## config.mk

```make
export PLATFORM = sky130hd
export DESIGN_NAME = cdhs_div_cell
export DESIGN_NICKNAME = d
export VERILOG_FILES = /design/src/design/cdhs_pkg.sv /design/src/design/cdhs_div_cell.sv
export SDC_FILE = /design/constraint.sdc
export NUM_CORES = 1
export LEC_CHECK = 0
export BUFFER_PORTS_ARGS = -buffer_cell sky130_fd_sc_hd__buf_2
export CORE_MARGIN = 1
export CORE_UTILIZATION = 46
export DETAILED_ROUTE_END_ITERATION = 12
export PLACE_DENSITY = 0.92
export RECOVER_POWER = 100
export SETUP_SLACK_MARGIN = 0.15
export SYNTH_ARGS = -nofsm -noshare
export SYNTH_HDL_FRONTEND = slang
export SYNTH_SLANG_ARGS = --single-unit
export TNS_END_PERCENT = 5
```

## constraint.sdc

```tcl
create_clock -name clk -period 0.95 [get_ports clk]
set_input_delay 0 -clock clk [delete_from_list [all_inputs] [get_ports clk]]
set_output_delay 0 -clock clk [all_outputs]
set_load 0.005 [all_outputs]
```

## src/design/cdhs_pkg.sv

```systemverilog
// Shared constants, payload types and tables for the concentric disk sampler.
package cdhs_pkg;

	localparam int IFB = 16;            // input fraction bits
	localparam int OFB = 15;            // output fraction bits
	localparam int QW = 31;             // quotient bits of the angle divider and the radius
	localparam int NW = IFB + QW;       // dividend width
	localparam int CW = 33;             // CORDIC datapath width, Q2.30 plus headroom
	localparam int CORDIC_STAGES = 28;
	localparam int SQ_STEPS = OFB + 1;  // root bits of the height
	localparam int RAD_W = 2 * SQ_STEPS;
	localparam int REM_W = SQ_STEPS + 2;
	localparam int SH = 30 - OFB;

	localparam logic [IFB-1:0] DMAX = '1;
	localparam logic [29:0] PI4_Q30 = 30'd843314857;
	localparam logic [29:0] KINV_Q30 = 30'd652032874;
	localparam int ONE_HI = (1 << OFB) - 1;

	typedef struct packed {
		logic [IFB-1:0] sample_u;
		logic [IFB-1:0] sample_v;
	} sample_t;

	typedef struct packed {
		logic signed [OFB:0] point_x;
		logic signed [OFB:0] point_y;
		logic [OFB-1:0] point_z;
	} point_t;

	typedef struct packed {
		logic center;
		logic [1:0] axis;
		logic neg;
	} tag_t;

	typedef struct packed {
		tag_t tag;
		logic [IFB-1:0] den;
		logic [IFB-1:0] a_rem;
		logic [QW-1:0] a_low;
		logic [QW-1:0] rq;
	} div_t;

	typedef struct packed {
		tag_t tag;
		logic signed [CW-1:0] x;
		logic signed [CW-1:0] y;
		logic signed [CW-1:0] z;
	} cord_t;

	typedef struct packed {
		logic center;
		logic signed [OFB:0] qx;
		logic signed [OFB:0] qy;
		logic [REM_W-1:0] rem;
		logic [SQ_STEPS-1:0] root;
		logic [RAD_W-1:0] rad;
	} sqrt_t;

	// arctangent of 2^-i in Q2.30 radians
	function automatic logic signed [CW-1:0] atan_q30(input int i);
		logic [31:0] v;
		case (i)
			0: v = 32'd843314857;
			1: v = 32'd497837830;
			2: v = 32'd263043837;
			3: v = 32'd133525159;
			4: v = 32'd67021687;
			5: v = 32'd33543515;
			6: v = 32'd16775850;
			7: v = 32'd8388437;
			8: v = 32'd4194283;
			9: v = 32'd2097149;
			10: v = 32'd1048576;
			11: v = 32'd524288;
			12: v = 32'd262144;
			13: v = 32'd131072;
			14: v = 32'd65536;
			15: v = 32'd32768;
			16: v = 32'd16384;
			17: v = 32'd8192;
			18: v = 32'd4096;
			19: v = 32'd2048;
			20: v = 32'd1024;
			21: v = 32'd512;
			22: v = 32'd256;
			23: v = 32'd128;
			24: v = 32'd64;
			25: v = 32'd32;
			26: v = 32'd16;
			27: v = 32'd8;
			default: v = 32'd0;
		endcase
		return $signed({1'b0, v});
	endfunction

endpackage

```

## src/design/cdhs_div_cell.sv

```systemverilog
// One restoring step of the angle divider; the radius rides along.
module cdhs_div_cell
	import cdhs_pkg::*;
(
	input  logic clk,
	input  logic arst_n,
	input  logic en,
	input  logic v_in,
	input  div_t d,
	output logic v_out,
	output div_t q
);

	logic [IFB:0] a_t, a_n;
	logic a_ge;
	div_t nx;

	always_comb begin
		a_t = {d.a_rem, d.a_low[QW-1]};
		a_ge = a_t >= {1'b0, d.den};
		a_n = a_ge ? a_t - {1'b0, d.den} : a_t;
		nx = d;
		nx.a_rem = a_n[IFB-1:0];
		nx.a_low = {d.a_low[QW-2:0], a_ge};
	end

	always_ff @(posedge clk or negedge arst_n) begin
		if (!arst_n) begin
			v_out <= 1'b0;
		end else if (en) begin
			v_out <= v_in;
		end
	end

	always_ff @(posedge clk) begin
		if (en) begin
			q <= nx;
		end
	end

endmodule

```

==> flow_metrics.tcl, run 1 <==
set metrics [dict create \
    required_ns 1.07 \
    grt_start_max_net_pins 38 \
    yosys.area.top_type "edfxtp_1" \
    setup_tns_ns -12.98 \
    cts.clk_slew.worst_paths_ns 0.11 \
    async_flop_share 0.0101 \
    cts_sinks 99 \
    syn-instance-count 256 \
    cp-startpoint "d[85]" \
    synth.top_cell.area_share 0.710 \
    finalPower_mw 11.1 \
    worst-r2r-setup-slack_ns 0.10 \
    cts_made_buffers 9 \
    clock_latency_ns 0.37 \
    cap_violations 0 \
    cts_root_buf "clkbuf_8" \
    hpwl_mm 8.40 \
    synth.distinct_cells 44 \
    chipHeight_um 96.9 \
    cell_internal_pwr_mw 7.74 \
    use_met2 0.606 \
    violations "negative hold slack, negative setup slack" \
    combPwrFrac 0.255 \
    r2r-start "v_out" \
    drc 0 \
    reg2reg_to "v_out" \
    whs_ns -0.0168 \
    synth.cell_area_um2 4140 \
    yosys_warnings 0 \
    p_leak_nw 3.03 \
    synth-seq-area-share 0.716 \
    dr.first_iter.drc_count 459 \
    dieWidth_um 96.9 \
    htree_levels 3 \
    relSlewSlack 0.560 \
    critPathLaunchType "input pin" \
    slew_violations 0 \
    fin_crit_sh 1.86 \
    p_sw_mw 3.33 \
    core-area_um2 8720 \
    syn-num-nets 375 \
    drive_above_1_share 0.423 \
    fin_ws_ns -0.819 \
    use_met1 0.414 \
    area_growth_pct 73.8 \
    switching_share 0.301 \
    antenna_found_initial 0 \
    fin_crit_ns 1.77 \
    worstHoldPathType "in -> reg" \
    port_buffers 200 \
    dieArea_um2 9390 \
    ir_drop_v 0.00104 \
    finClkSkew_ns 0 \
    post_drt_wl_per_cell_um 26.3 \
    reg2reg_depth 1 \
    synth-edff-count 98 \
    routed_wl_mm 19.3 \
    num_rows 34 \
    grt_pass1_vias 4174 \
    cp.arrival_ns 1.89 \
    drt_first_pass_iters 5 \
    initial_core_util 0.475 \
    p_clk_frac 0.253 \
    antenna_left 0 \
    endpoint "q[73]" \
    cts_tree "yes" \
    seqPwrFrac 0.492 \
    fmax_mhz 565 \
    vias 4302 \
    grtUsageTotal 0.353 \
    tightestPinTransition_ns 0.660 \
    cts_buffer_depth 2 \
    use_met3 0.0751 \
    vias_per_cell 5.87 \
    cp_max_fo 5 \
    setup_viol 39 \
    pwr_density_cell_nw_per_um2 1540 \
    synth-seq-cells 99 \
    synthFlopType "edfxtp_1" \
    overflow 0 \
    endpoint_kind "flop" \
    grt_pass1_wl_mm 24.6 \
    grt-busiest-layer "met2" \
    pin_count 201 \
    syn-mean-instance-area_um2 16.2 \
    status "finished with violations" \
    synth.area.top_cells "edfxtp_1 (71%), ha_1 (4.8%), mux2_4 (2.9%)" \
    routabilityCongestion 0.877 \
    critPathKind "in -> reg" \
    dp_slack_ns -1.29 \
    rsz0062_at_grt "true" \
    hold_viol 1 \
    nets 738 \
]
-- kinds of logic (layout without fill, tap and decap cells) --
kind of cell / Yosys count / after routing / share of synthesized area
AOI/OAI and AO/OA: 45 / 45 / 0.0788
xor gates and xnor gates: 12 / 12 / 0.0254
adders and majority gates: 17 / 17 / 0.0531
buffers and inverters: 31 / 399 / 0.0344
DFF: 99 / 99 / 0.716
muxes: 16 / 16 / 0.0498
other: 0 / 1 / 0
and+or+nand+nor: 36 / 36 / 0.0423
-- power groups by stage --
| stage | Sequential, mW | Combinational (mW) | Clock (mW) |
|---|---|---|---|
| after floorplan | 5.53 | 0.718 | 0 |
| after global placement | 5.46 | 1.81 | 0 |
| after detailed placement | 5.47 | 1.88 | 0 |
| after CTS | 5.38 | 2.37 | 2.65 |
| after global routing | 5.47 | 2.91 | 2.96 |
| final | 5.45 | 2.82 | 2.80 |
-- cell usage after synthesis, drive strengths merged, types with 2 or more instances --
cell / instances
edfxtp: 98
inv: 25
ha: 16
mux2: 13
nand2: 13
a21oi: 10
nor2: 9
o21ai: 9
xnor2: 8
a31oi: 4
clkbuf: 4
o21bai: 4
xor2: 4
a21o: 3
mux2i: 3
nand3: 3
nand4: 3
a211o: 2
a211oi: 2
a41o: 2
and3: 2
buf: 2
o21a: 2
-- layout make-up --
cell class / instances / area, µm²
timing repair inverter: 1 / 8.76
timing repair buffer: 357 / 2400
sequential: 99 / 2970
multi-input combinational: 126 / 1370
tap: 108 / 135
clock inverter: 7 / 70.1
inverter: 25 / 121
antenna: 1 / 2.50
clock buffer: 9 / 124
fill: 456 / 1520
-- metrics by stage --
step                hold WS, ns  utilization  instance area [µm²]  std cells
floorplan                -0.296            -                 4170        256
global placement         -0.224        0.651                 5680        612
detailed placement       -0.225        0.651                 5680        612
CTS                     -0.0394        0.808                 7040        727
global route            -0.0280        0.825                 7200        732
finish                  -0.0168        0.826                 7200        733
-- metal layers --
| metal | routed length (µm) | part of all wire | up-vias |
|---|---|---|---|
| met5 | 0 | 0 | - |
| li1 | - | - | 1697 |
| met4 | 1430 | 0.074 | 0 |
| met1 | 6650 | 0.34 | 2062 |
| met2 | 9310 | 0.48 | 424 |
| met3 | 1910 | 0.099 | 119 |
-- worst min-delay path by stage --
stage / from / cells after the start / end / slack, ns
2_1_floorplan: arst_n / 0 / v_out / -0.30
3_3_place_gp: arst_n / 1 / v_out / -0.22
3_5_place_dp: arst_n / 1 / v_out / -0.22
4_1_cts: d[70] / 2 / q[71] / -0.04
5_1_grt: d[63] / 2 / q[64] / -0.03
6_report: d[63] / 2 / q[64] / -0.02
-- worst max-delay path, cell delays in order --
cell      delay (ns)
clkbuf_1        0.12
inv_1           0.10
ha_4            0.34
o21ai_2         0.09
o21bai_4        0.22
and4b_1         0.26
o21ai_0         0.28
xor2_1          0.18
mux2_4          0.30
-- sequential cells by signal, indices dropped and copies added (netlist names) --
register,cells
q,98
v_out,1
-- cells in the final DEF, fill, tap and decap left out, drive strengths merged, types with 8 or more instances in the layout --
cell type and instances:
clkbuf 101, xnor2 8, nor2 9, edfxtp 98
o21ai 9, nand2 13, buf 170, dlygate4sd3 94
ha 16, a21oi 10, inv 29, mux2 13
-- what timing repair did --
action                     4_1_cts  5_1_grt
setup endpoints to repair      116      122
setup buffers                    4        4
cloned                           1        0
hold buffers                    94        1
pin swaps                        9       13
gates resized for setup         37       63
hold endpoints to repair       101        2
Power figures use the tool's default switching activity.
==> inputs of run 2 (changes only) <==
CORE_UTILIZATION = 32   (was 46)
PLACE_DENSITY = 0.71   (was 0.92)
==> run 2 against run 1 <==
Net effect:
- clock skew is the same
- setup slack better by 0.082 ns
- global-route usage shrank 16 points
- the flow still finishes with violations (negative hold slack, negative setup slack)
- non-clock buffer count down 13
- total power rose by 3.9%
- largest power group unchanged
- sequential power down 0.7%
- register-to-register slack better by 0.08 ns
- clock power up 37%
==> flow_metrics.tcl, run 2 (same netlist as run 1, synthesis figures left out) <==
set metrics [dict create \
    top_regs "q (98), v_out (1)" \
    dieArea_um2 13400 \
    r2r-start "v_out" \
    drive_above_1_share 0.360 \
    hpwl_mm 8.59 \
    min_path_cells 2 \
    ir_drop_v 0.000872 \
    cts_made_buffers 9 \
    vias_per_cell 4.54 \
    drc 0 \
    grt_pass1_vias 3574 \
    reg2reg_depth 1 \
    place_inst 677 \
    status "finished with violations" \
    vias 3557 \
    top_register "q" \
    tightestPinTransition_ns 0.840 \
    largest_reg_flops 98 \
    final_cell_area_um2 7020 \
    critPathKind "in -> reg" \
    critPathLaunchType "input pin" \
    whs_ns -0.0236 \
    cts_root_buf "clkbuf_16" \
    hold_viol 7 \
    nets 725 \
    layout_common_cells "buf_2 (98), clkbuf_1 (98), edfxtp_1 (98)" \
    core-area_um2 12600 \
    fin_crit_ns 1.69 \
    final_cells 784 \
    setup_tns_ns -13.19 \
    pwr_density_cell_nw_per_um2 1640 \
    fin_ws_ns -0.737 \
    overflow 0 \
    hold_end "q[74]" \
    relSlewSlack 0.440 \
    drt_first_pass_iters 4 \
    cp_max_fo 7 \
    clock_latency_ns 0.35 \
    hp-start "d[73]" \
    dp_slack_ns -1.32 \
    slew_violations 0 \
    finClkSkew_ns 0 \
    num_rows 41 \
    rsz0062_at_grt "true" \
    endpoint_kind "flop" \
    port_buffers 200 \
    grt_pass1_wl_mm 18.6 \
    fin_crit_sh 1.78 \
    cts.clk_slew.worst_paths_ns 0.07 \
    routabilityCongestion 0.834 \
    grtUsageTotal 0.188 \
    cts_tree "yes" \
    worstHoldPathType "in -> reg" \
    worst-r2r-setup-slack_ns 0.18 \
    dr.first_iter.drc_count 245 \
    cp.arrival_ns 1.78 \
    chipHeight_um 116 \
    grt_start_max_net_pins 48 \
    antenna_found_initial 1 \
    cts_buffer_depth 2 \
    setup_viol 53 \
    routed_wl_mm 13.3 \
    cap_violations 0 \
    fmax_mhz 593 \
    pin_count 201 \
    reg2reg_to "v_out" \
    antenna_left 0 \
    place_area_um2 5780 \
    dieWidth_um 116 \
    required_ns 1.05 \
    utilization 0.556 \
    area_growth_pct 69.4 \
    p_leak_nw 2.90 \
    violations "negative hold slack, negative setup slack" \
    finalPower_mw 11.5 \
    cts_sinks 99 \
    post_drt_wl_per_cell_um 17.0 \
    htree_levels 3 \
    initial_core_util 0.328 \
]
run 2: repair_timing:
| action | 4_1_cts | 5_1_grt |
|---|---|---|
| setup buffers | 2 | 1 |
| gates resized for setup | 29 | 15 |
| hold buffers | 84 | 2 |
| endpoints found under the hold margin | 99 | 9 |
| endpoints found under the setup margin | 116 | 116 |
| gates cloned | 1 | 0 |
| pin swaps | 6 | 7 |
run 2: layer usage:
metal,wire length [µm],vias up,part of all wire,global-route usage
li1,-,1674,-,-
met1,5270,1704,0.40,0.208
met2,6940,152,0.52,0.348
met3,877,25,0.066,0.0403
met4,232,2,0.017,0.0803
met5,13,-,0.00097,0
run 2: power by group:
part | total [mW] | switching, mW | internal (mW)
clock | 3.83 | 1.68 | 2.15
combinational | 2.27 | 1.02 | 1.25
sequential | 5.41 | 0.135 | 5.28
total | 11.5 | 2.83 | 8.67
run 2: critical path, stage by stage:
cell and delay, ns:
buf_2 0.12, ha_1 0.36, and4_1 0.26, a41o_1 0.28, a31oi_4 0.17, o21a_4 0.23, inv_8 0.07, mux2_4 0.30
run 2: cell type report:
cell class | instances | area (µm²)
fill | 1090 | 5600
multi-input combinational | 126 | 1210
antenna | 1 | 2.50
inverter | 25 | 114
tap | 172 | 215
timing repair inverter | 1 | 8.76
clock buffer | 10 | 239
sequential | 99 | 2970
clock inverter | 6 | 71.3
timing repair buffer | 344 | 2190
run 2: how the worst max path moves through the flow:
stage / startpoint / endpoint
4_1_cts: d[92] / q[73]
6_report: d[69] / q[73]
3_5_place_dp: d[80] / q[64]
5_1_grt: d[69] / q[64]
3_3_place_gp: d[80] / q[65]
2_1_floorplan: d[92] / q[67]
