## src/design/cdhs_pkg.sv

```systemverilog
// Shared constants, payload types and tables for the concentric disk sampler.
package cdhs_pkg;

	localparam int IFB = 16;            // input fraction bits
	localparam int OFB = 15;            // output fraction bits
	localparam int QW = 31;             // quotient bits of the angle divider and the radius
	localparam int NW = IFB + QW;       // dividend width
	localparam int CW = 33;             // CORDIC datapath width, Q2.30 plus headroom
	localparam int CORDIC_STAGES = 28;
	localparam int SQ_STEPS = OFB + 1;  // root bits of the height
	localparam int RAD_W = 2 * SQ_STEPS;
	localparam int REM_W = SQ_STEPS + 2;
	localparam int SH = 30 - OFB;

	localparam logic [IFB-1:0] DMAX = '1;
	localparam logic [29:0] PI4_Q30 = 30'd843314857;
	localparam logic [29:0] KINV_Q30 = 30'd652032874;
	localparam int ONE_HI = (1 << OFB) - 1;

	typedef struct packed {
		logic [IFB-1:0] sample_u;
		logic [IFB-1:0] sample_v;
	} sample_t;

	typedef struct packed {
		logic signed [OFB:0] point_x;
		logic signed [OFB:0] point_y;
		logic [OFB-1:0] point_z;
	} point_t;

	typedef struct packed {
		logic center;
		logic [1:0] axis;
		logic neg;
	} tag_t;

	typedef struct packed {
		tag_t tag;
		logic [IFB-1:0] den;
		logic [IFB-1:0] a_rem;
		logic [QW-1:0] a_low;
		logic [QW-1:0] rq;
	} div_t;

	typedef struct packed {
		tag_t tag;
		logic signed [CW-1:0] x;
		logic signed [CW-1:0] y;
		logic signed [CW-1:0] z;
	} cord_t;

	typedef struct packed {
		logic center;
		logic signed [OFB:0] qx;
		logic signed [OFB:0] qy;
		logic [REM_W-1:0] rem;
		logic [SQ_STEPS-1:0] root;
		logic [RAD_W-1:0] rad;
	} sqrt_t;

	// arctangent of 2^-i in Q2.30 radians
	function automatic logic signed [CW-1:0] atan_q30(input int i);
		logic [31:0] v;
		case (i)
			0: v = 32'd843314857;
			1: v = 32'd497837830;
			2: v = 32'd263043837;
			3: v = 32'd133525159;
			4: v = 32'd67021687;
			5: v = 32'd33543515;
			6: v = 32'd16775850;
			7: v = 32'd8388437;
			8: v = 32'd4194283;
			9: v = 32'd2097149;
			10: v = 32'd1048576;
			11: v = 32'd524288;
			12: v = 32'd262144;
			13: v = 32'd131072;
			14: v = 32'd65536;
			15: v = 32'd32768;
			16: v = 32'd16384;
			17: v = 32'd8192;
			18: v = 32'd4096;
			19: v = 32'd2048;
			20: v = 32'd1024;
			21: v = 32'd512;
			22: v = 32'd256;
			23: v = 32'd128;
			24: v = 32'd64;
			25: v = 32'd32;
			26: v = 32'd16;
			27: v = 32'd8;
			default: v = 32'd0;
		endcase
		return $signed({1'b0, v});
	endfunction

endpackage

```

## src/design/cdhs_sqrt_cell.sv

```systemverilog
// One digit step of the integer square root for the height.
module cdhs_sqrt_cell
	import cdhs_pkg::*;
(
	input  logic clk,
	input  logic arst_n,
	input  logic en,
	input  logic v_in,
	input  sqrt_t d,
	output logic v_out,
	output sqrt_t q
);

	logic [REM_W+1:0] r2, trial, r_n;
	logic ge;
	sqrt_t nx;

	always_comb begin
		r2 = {d.rem, d.rad[RAD_W-1 -: 2]};
		trial = (REM_W + 2)'({d.root, 2'b01});
		ge = r2 >= trial;
		r_n = ge ? r2 - trial : r2;
		nx = d;
		nx.rem = r_n[REM_W-1:0];
		nx.root = {d.root[SQ_STEPS-2:0], ge};
		nx.rad = {d.rad[RAD_W-3:0], 2'b00};
	end

	always_ff @(posedge clk or negedge arst_n) begin
		if (!arst_n) begin
			v_out <= 1'b0;
		end else if (en) begin
			v_out <= v_in;
		end
	end

	always_ff @(posedge clk) begin
		if (en) begin
			q <= nx;
		end
	end

endmodule

```

## config.mk

```make
export PLATFORM = sky130hd
export DESIGN_NAME = cdhs_sqrt_cell
export DESIGN_NICKNAME = d
export VERILOG_FILES = /design/src/design/cdhs_pkg.sv /design/src/design/cdhs_sqrt_cell.sv
export SDC_FILE = /design/constraint.sdc
export NUM_CORES = 1
export LEC_CHECK = 0
export CORE_ASPECT_RATIO = 1.1
export CORE_MARGIN = 8
export CORE_UTILIZATION = 56
export DETAILED_ROUTE_END_ITERATION = 10
export DONT_BUFFER_PORTS = 1
export PLACE_DENSITY = 0.74
export SLEW_MARGIN = 20
export SYNTH_ARGS = -nofsm -noshare
export SYNTH_HDL_FRONTEND = slang
export SYNTH_SLANG_ARGS = --single-unit
```

## constraint.sdc

```tcl
create_clock -name clk -period 0.86 [get_ports clk]
set_clock_uncertainty 0.15 [all_clocks]
set_input_delay 0.043 -clock clk [delete_from_list [all_inputs] [get_ports clk]]
set_output_delay 0.043 -clock clk [all_outputs]
set_load 0.03 [all_outputs]
```

==> results.sh, run 1 <==
export IMPL_drt_initial_drc_count=116
export IMPL_numCtsBuffers=9
export IMPL_clock_path_buffers=2
export IMPL_yosysMostFrequentCell="edfxtp_1"
export IMPL_maxSlewViolCount=0
export IMPL_wirelength_um=12100
export IMPL_critPathRequiredTime_ns=0.83
export IMPL_grt_max_degree=99
export IMPL_end_kind="flop"
export IMPL_worst_setup_path_start_kind="primary input"
export IMPL_p_per_area_mw_per_mm2=1910
export IMPL_finalHoldViolations=107
export IMPL_synthFlopType="edfxtp_1"
export IMPL_fin_crit_sh=1.94
export IMPL_routedWlPerCell_um=23.3
export IMPL_critPathLaunch="d[35]"
export IMPL_cp_arrival_ns=1.64
export IMPL_violations="hold timing, setup timing"
export IMPL_place_worst_setup_slack_ns=-1.21
export IMPL_syn_to_final_growth_pct=50.0
export IMPL_clkLatencyLatePin_ns=0.36
export IMPL_drive_gt1_frac=0.329
export IMPL_cts_hold_buf=92
export IMPL_yosys_area_top_type="edfxtp_1"
export IMPL_critPathMaxStageDelay_ns=0.35
export IMPL_status="finished, violations left"
export IMPL_h_tree_depth=3
export IMPL_grt_pass1_vias=2997
export IMPL_diodes=0
export IMPL_ys_types=44
export IMPL_path_clk_slew_ns=0.10
export IMPL_clkSinkCount=98
export IMPL_fmax_mhz=600
export IMPL_antenna_left=0
export IMPL_min_from="en"
export IMPL_yosys_warnings=0
export IMPL_dieArea_mm2=0.0105
export IMPL_yosysSeqAreaShare=0.705
export IMPL_yosys_top_cells_count="edfxtp_1 (97), inv_1 (20), ha_1 (18)"
export IMPL_crit_top_cell="o21ai_2"
export IMPL_cap_viol_max_count=0
export IMPL_io_pins=203
export IMPL_grt_use_total=0.228
export IMPL_synth_edf_count=97
export IMPL_final_setup_worst_slack_ns=-0.808
export IMPL_fin_crit_ns=1.67
export IMPL_finalPower_w=0.0119
export IMPL_timing_worst_setup_path_type="primary input to flop"
export IMPL_yosys_top_cells_area="edfxtp_1 (70%), ha_1 (5.4%), mux2_2 (3.8%), xnor2_1 (2.1%), a21oi_1 (1.8%)"
export IMPL_drtPass1Iterations=4
export IMPL_die_w_um=98.2
export IMPL_p_leak_nw=2.42
export IMPL_synth_area_per_cell_um2=15.7
export IMPL_synth_top_cell_area_share=0.699
export IMPL_grt_pass1_wl_um=17800
export IMPL_worstHoldPathType="primary input to flop"
export IMPL_worst_path_max_delay_cell="mux2_2"
export IMPL_cts_tree="built"
export IMPL_vias_per_cell=5.45
export IMPL_grt_antenna_before_repair=0
export IMPL_fin_nets=548
export IMPL_whs_ns=-0.361
export IMPL_chipHeight_um=106
export IMPL_io_buffers=0
export IMPL_gp_congestion=0.759
export IMPL_grt_overflow=0
export IMPL_synth_area_mm2=0.00417
export IMPL_dp_final_hpwl_um=7670
export IMPL_path_cells="inv_2, ha_4, o211ai_1, a21oi_4, nor2b_4, o21ai_2, o21ai_2, o211ai_4, buf_12, mux2_2"
export IMPL_peakVddDrop_mv=1.14
export IMPL_core_mm2=0.00735
export IMPL_rsz0062_at_grt="true"
export IMPL_cp_max_fo=10
export IMPL_via_count=2831
export IMPL_drc=0
export IMPL_netlist_instances=265
export IMPL_rr_startpoint="v_out"
export IMPL_synthArstFlopShare=0.0102
export IMPL_start_util=0.567
export IMPL_cts_root_buf="clkbuf_8"
export IMPL_fillers=361
export IMPL_report_final_setup_viol=118
export IMPL_synth_seq_cells=98
export IMPL_row_count=33
==> path summary, 6_finish.rpt <==
path                       slack, ns  endpoint  depth (start not counted)
setup / recovery               -0.81     q[53]                         10
hold / removal                 -0.36     q[63]                          0
setup reg to reg               -0.09     v_out                          1
hold reg to reg                 0.42     v_out                          1
max in group asynchronous       0.16     v_out                          2
min in group asynchronous       0.28     v_out                          2
==> per-layer routing <==
metal,vias up,track usage,share of wire
met3,21,0.0889,0.090
met1,1348,0.224,0.35
li1,1324,-,-
met5,-,0,0
met2,138,0.425,0.54
met4,0,0.0856,0.025
==> sequential cells by signal, summed over array words and instances (netlist names) <==
signal,count
q,97
v_out,1
==> stage by stage <==
stage               instances  TNS [ns]  instance area [um^2]  hold slack (ns)   util
finish                    519    -37.90                  6250           -0.361  0.850
global route              519    -41.26                  6250           -0.387  0.850
CTS                       519    -38.49                  6230           -0.371  0.848
detailed placement        402    -22.04                  4990           -0.403  0.679
global placement          402    -21.51                  4990           -0.403  0.679
floorplan                 266    -19.95                  4470           -0.403      -
==> kinds of logic after synthesis <==
logic type | share of synthesized area
xor gates and xnor gates | 0.0294
DFF | 0.705
and+or+nand+nor | 0.0538
muxes | 0.0505
buffers and inverters | 0.0276
AOI/OAI and AO/OA | 0.0784
other | 0.000900
adders and majority gates | 0.0541
==> where the power goes <==
group | leakage (nW) | switching, W | total, W | internal (W)
sequential | 0.960 | 0.00108 | 0.00690 | 0.00582
clock | 0.100 | 0.00173 | 0.00286 | 0.00113
combinational | 1.36 | 0.000861 | 0.00216 | 0.00130
==> area by class of cell <==
class,count,area [um^2],share of cell area
flip-flops and latches,98,2940,0.470
repair buffers,156,1480,0.236
multi-input cells,142,1430,0.229
clock buffers,9,124,0.0198
well taps,87,109,0.0174
inverters,20,97.6,0.0156
clock inverters,7,72.6,0.0116
==> placed cells by master, fill, tap and decap left out, drive strengths merged, types with 4 or more instances in the layout <==
cell / netlist / layout
edfxtp: 97 / 97
dlygate4sd3: 0 / 92
buf: 5 / 64
inv: 20 / 23
ha: 18 / 18
mux2: 16 / 16
a21oi: 15 / 15
nand2: 12 / 12
nor2: 11 / 11
xnor2: 10 / 10
clkbuf: 1 / 9
o21a: 6 / 6
nor3: 6 / 6
o21ai: 6 / 6
nand3: 5 / 5
xor2: 4 / 4
clkinv: 0 / 4
==> repair_timing <==
item | in CTS | in global routing
buffers inserted | 9 | 1
endpoints found under the hold margin | 196 | 107
setup endpoints to repair | 118 | 118
pin swaps | 9 | 4
gates resized for setup | 19 | 4
==> worst max-delay path: cells and delay by family <==
kind | cells | cell delay, ns
AOI/OAI and AO/OA | 5 | 0.70
adders and majority gates | 1 | 0.28
and+or+nand+nor | 1 | 0.06
muxes | 1 | 0.35
buffers and inverters | 2 | 0.21
No activity file was read; power rests on OpenSTA's default activity.
==> run 2, diff against run 1 <==
Settings changed: CORE_MARGIN 8 to 2.
==> results.sh, run 2 (same netlist as run 1, synthesis figures left out) <==
export IMPL_clkSinkCount=98
export IMPL_drt_initial_drc_count=137
export IMPL_worstHoldPathType="primary input to flop"
export IMPL_p_per_area_mw_per_mm2=1930
export IMPL_path_cells="ha_4, o211ai_1, a21oi_4, nor2b_4, o21ai_2, o21ai_2, o211ai_4, buf_12, mux2_4"
export IMPL_dpl_cell_area_mm2=0.00492
export IMPL_worst_path_max_delay_cell="o211ai_1"
export IMPL_p_leak_nw=2.38
export IMPL_gp_congestion=0.781
export IMPL_report_final_setup_viol=118
export IMPL_clkLatencyLatePin_ns=0.37
export IMPL_finalHoldViolations=109
export IMPL_end_kind="flop"
export IMPL_violations="hold timing, setup timing"
export IMPL_path_clk_slew_ns=0.10
export IMPL_fin_nets=544
export IMPL_crit_top_cell="o21ai_2"
export IMPL_wirelength_um=11200
export IMPL_io_pins=203
export IMPL_hold_path_depth=0
export IMPL_worstRegToRegCells=1
export IMPL_final_cell_mix="edfxtp_1 (97), dlygate4sd3_1 (90), buf_4 (55), inv_1 (14), ha_4 (11)"
export IMPL_cp_arrival_ns=1.67
export IMPL_drive_gt1_frac=0.327
export IMPL_antenna_left=0
export IMPL_rsz0062_at_grt="true"
export IMPL_h_tree_depth=3
export IMPL_numCtsBuffers=9
export IMPL_grt_pass1_vias=2962
export IMPL_largestRegisters="q: 97 flops, v_out: 1 flops"
export IMPL_status="finished, violations left"
export IMPL_path_delay_family="compound AO/OA/AOI/OAI gates"
export IMPL_top_register="q"
export IMPL_grt_pass1_wl_um=16100
export IMPL_dieArea_mm2=0.00814
export IMPL_whs_ns=-0.358
export IMPL_row_count=32
export IMPL_worst_setup_path_start_kind="primary input"
export IMPL_multiInputGateArea_mm2=0.00142
export IMPL_critPathRequiredTime_ns=0.83
export IMPL_design_area_mm2=0.00616
export IMPL_dp_final_hpwl_um=6600
export IMPL_vias_per_cell=5.58
export IMPL_routedWlPerCell_um=21.8
export IMPL_clock_path_buffers=2
export IMPL_final_setup_worst_slack_ns=-0.838
export IMPL_grt_antenna_before_repair=0
export IMPL_peakVddDrop_mv=1.10
export IMPL_cp_max_fo=10
export IMPL_final_common_cell="edfxtp_1"
export IMPL_via_count=2862
export IMPL_regArea_mm2=0.00294
export IMPL_cts_root_buf="clkbuf_8"
export IMPL_maxSlewViolCount=0
export IMPL_fmax_mhz=589
export IMPL_grt_overflow=0
export IMPL_start_util=0.584
export IMPL_fillers=321
export IMPL_fin_crit_ns=1.70
export IMPL_largest_reg_flops=97
export IMPL_diodes=0
export IMPL_fin_crit_sh=1.97
export IMPL_syn_to_final_growth_pct=47.9
export IMPL_critPathMaxStageDelay_ns=0.34
export IMPL_grt_max_degree=99
export IMPL_finalPower_w=0.0119
export IMPL_chipHeight_um=94.5
export IMPL_core_mm2=0.00713
export IMPL_drc=0
export IMPL_cts_tree="built"
export IMPL_cap_viol_max_count=0
export IMPL_timing_worst_setup_path_type="primary input to flop"
export IMPL_cp_num_buf_inv=1
export IMPL_io_buffers=0
export IMPL_cp_depth=9
export IMPL_grt_use_total=0.268
export IMPL_die_w_um=86.2
export IMPL_drtPass1Iterations=4
-- run 2: changes by cell type in the layout (fill, tap and decap cells not counted), sizes merged --
cell         delta
dlygate4sd3     -2
inv             +1
buf             -2
clkinv          -1
-- run 2: area by class of cell --
class | instances | area share
clock inverters | 7 | 0.0114
flip-flops and latches | 98 | 0.477
well taps | 85 | 0.0173
clock buffers | 9 | 0.0201
inverters | 20 | 0.0158
repair buffers | 152 | 0.227
multi-input cells | 142 | 0.231
-- run 2: final timing paths --
kind | startpoint | end | slack [ns]
setup / recovery | d[49] | q[64] | -0.84
hold reg to reg | v_out | v_out | 0.41
setup reg to reg | v_out | v_out | -0.09
max in group asynchronous | arst_n | v_out | 0.14
hold / removal | en | q[46] | -0.36
min in group asynchronous | arst_n | v_out | 0.29
-- run 2: metal layers --
layer | up-vias | part of all wire | global-route usage
met4 | 0 | 0.025 | 0.107
met2 | 138 | 0.56 | 0.503
met5 | - | 0 | 0
met3 | 20 | 0.086 | 0.0778
met1 | 1394 | 0.33 | 0.280
li1 | 1310 | - | -
-- run 2: repair_timing --
item	in CTS	in global routing
resized for setup	21	3
hold buffers	86	4
buffers inserted	8	2
setup endpoints to repair	118	118
hold endpoints to repair	196	113
pin swaps	17	2
-- run 2: metrics by stage --
| step | hold slack (ns) | TNS, ns | setup WS (ns) | std cells | util |
|---|---|---|---|---|---|
| 5_1_grt | -0.375 | -42.02 | -0.901 | 513 | 0.865 |
| 3_5_place_dp | -0.403 | -21.42 | -1.21 | 398 | 0.690 |
| 4_1_cts | -0.363 | -37.05 | -0.755 | 507 | 0.855 |
| 6_report | -0.358 | -38.90 | -0.838 | 513 | 0.865 |
| 3_3_place_gp | -0.403 | -20.87 | -1.19 | 398 | 0.690 |
| 2_1_floorplan | -0.403 | -19.95 | -1.16 | 266 | - |
-- run 2: power by group --
part | total, W | leakage [nW] | internal (W) | switching [W]
Combinational | 0.00203 | 1.32 | 0.00122 | 0.000809
Sequential | 0.00693 | 0.960 | 0.00582 | 0.00111
Clock | 0.00291 | 0.101 | 0.00114 | 0.00177
Total | 0.0119 | 2.38 | 0.00818 | 0.00369
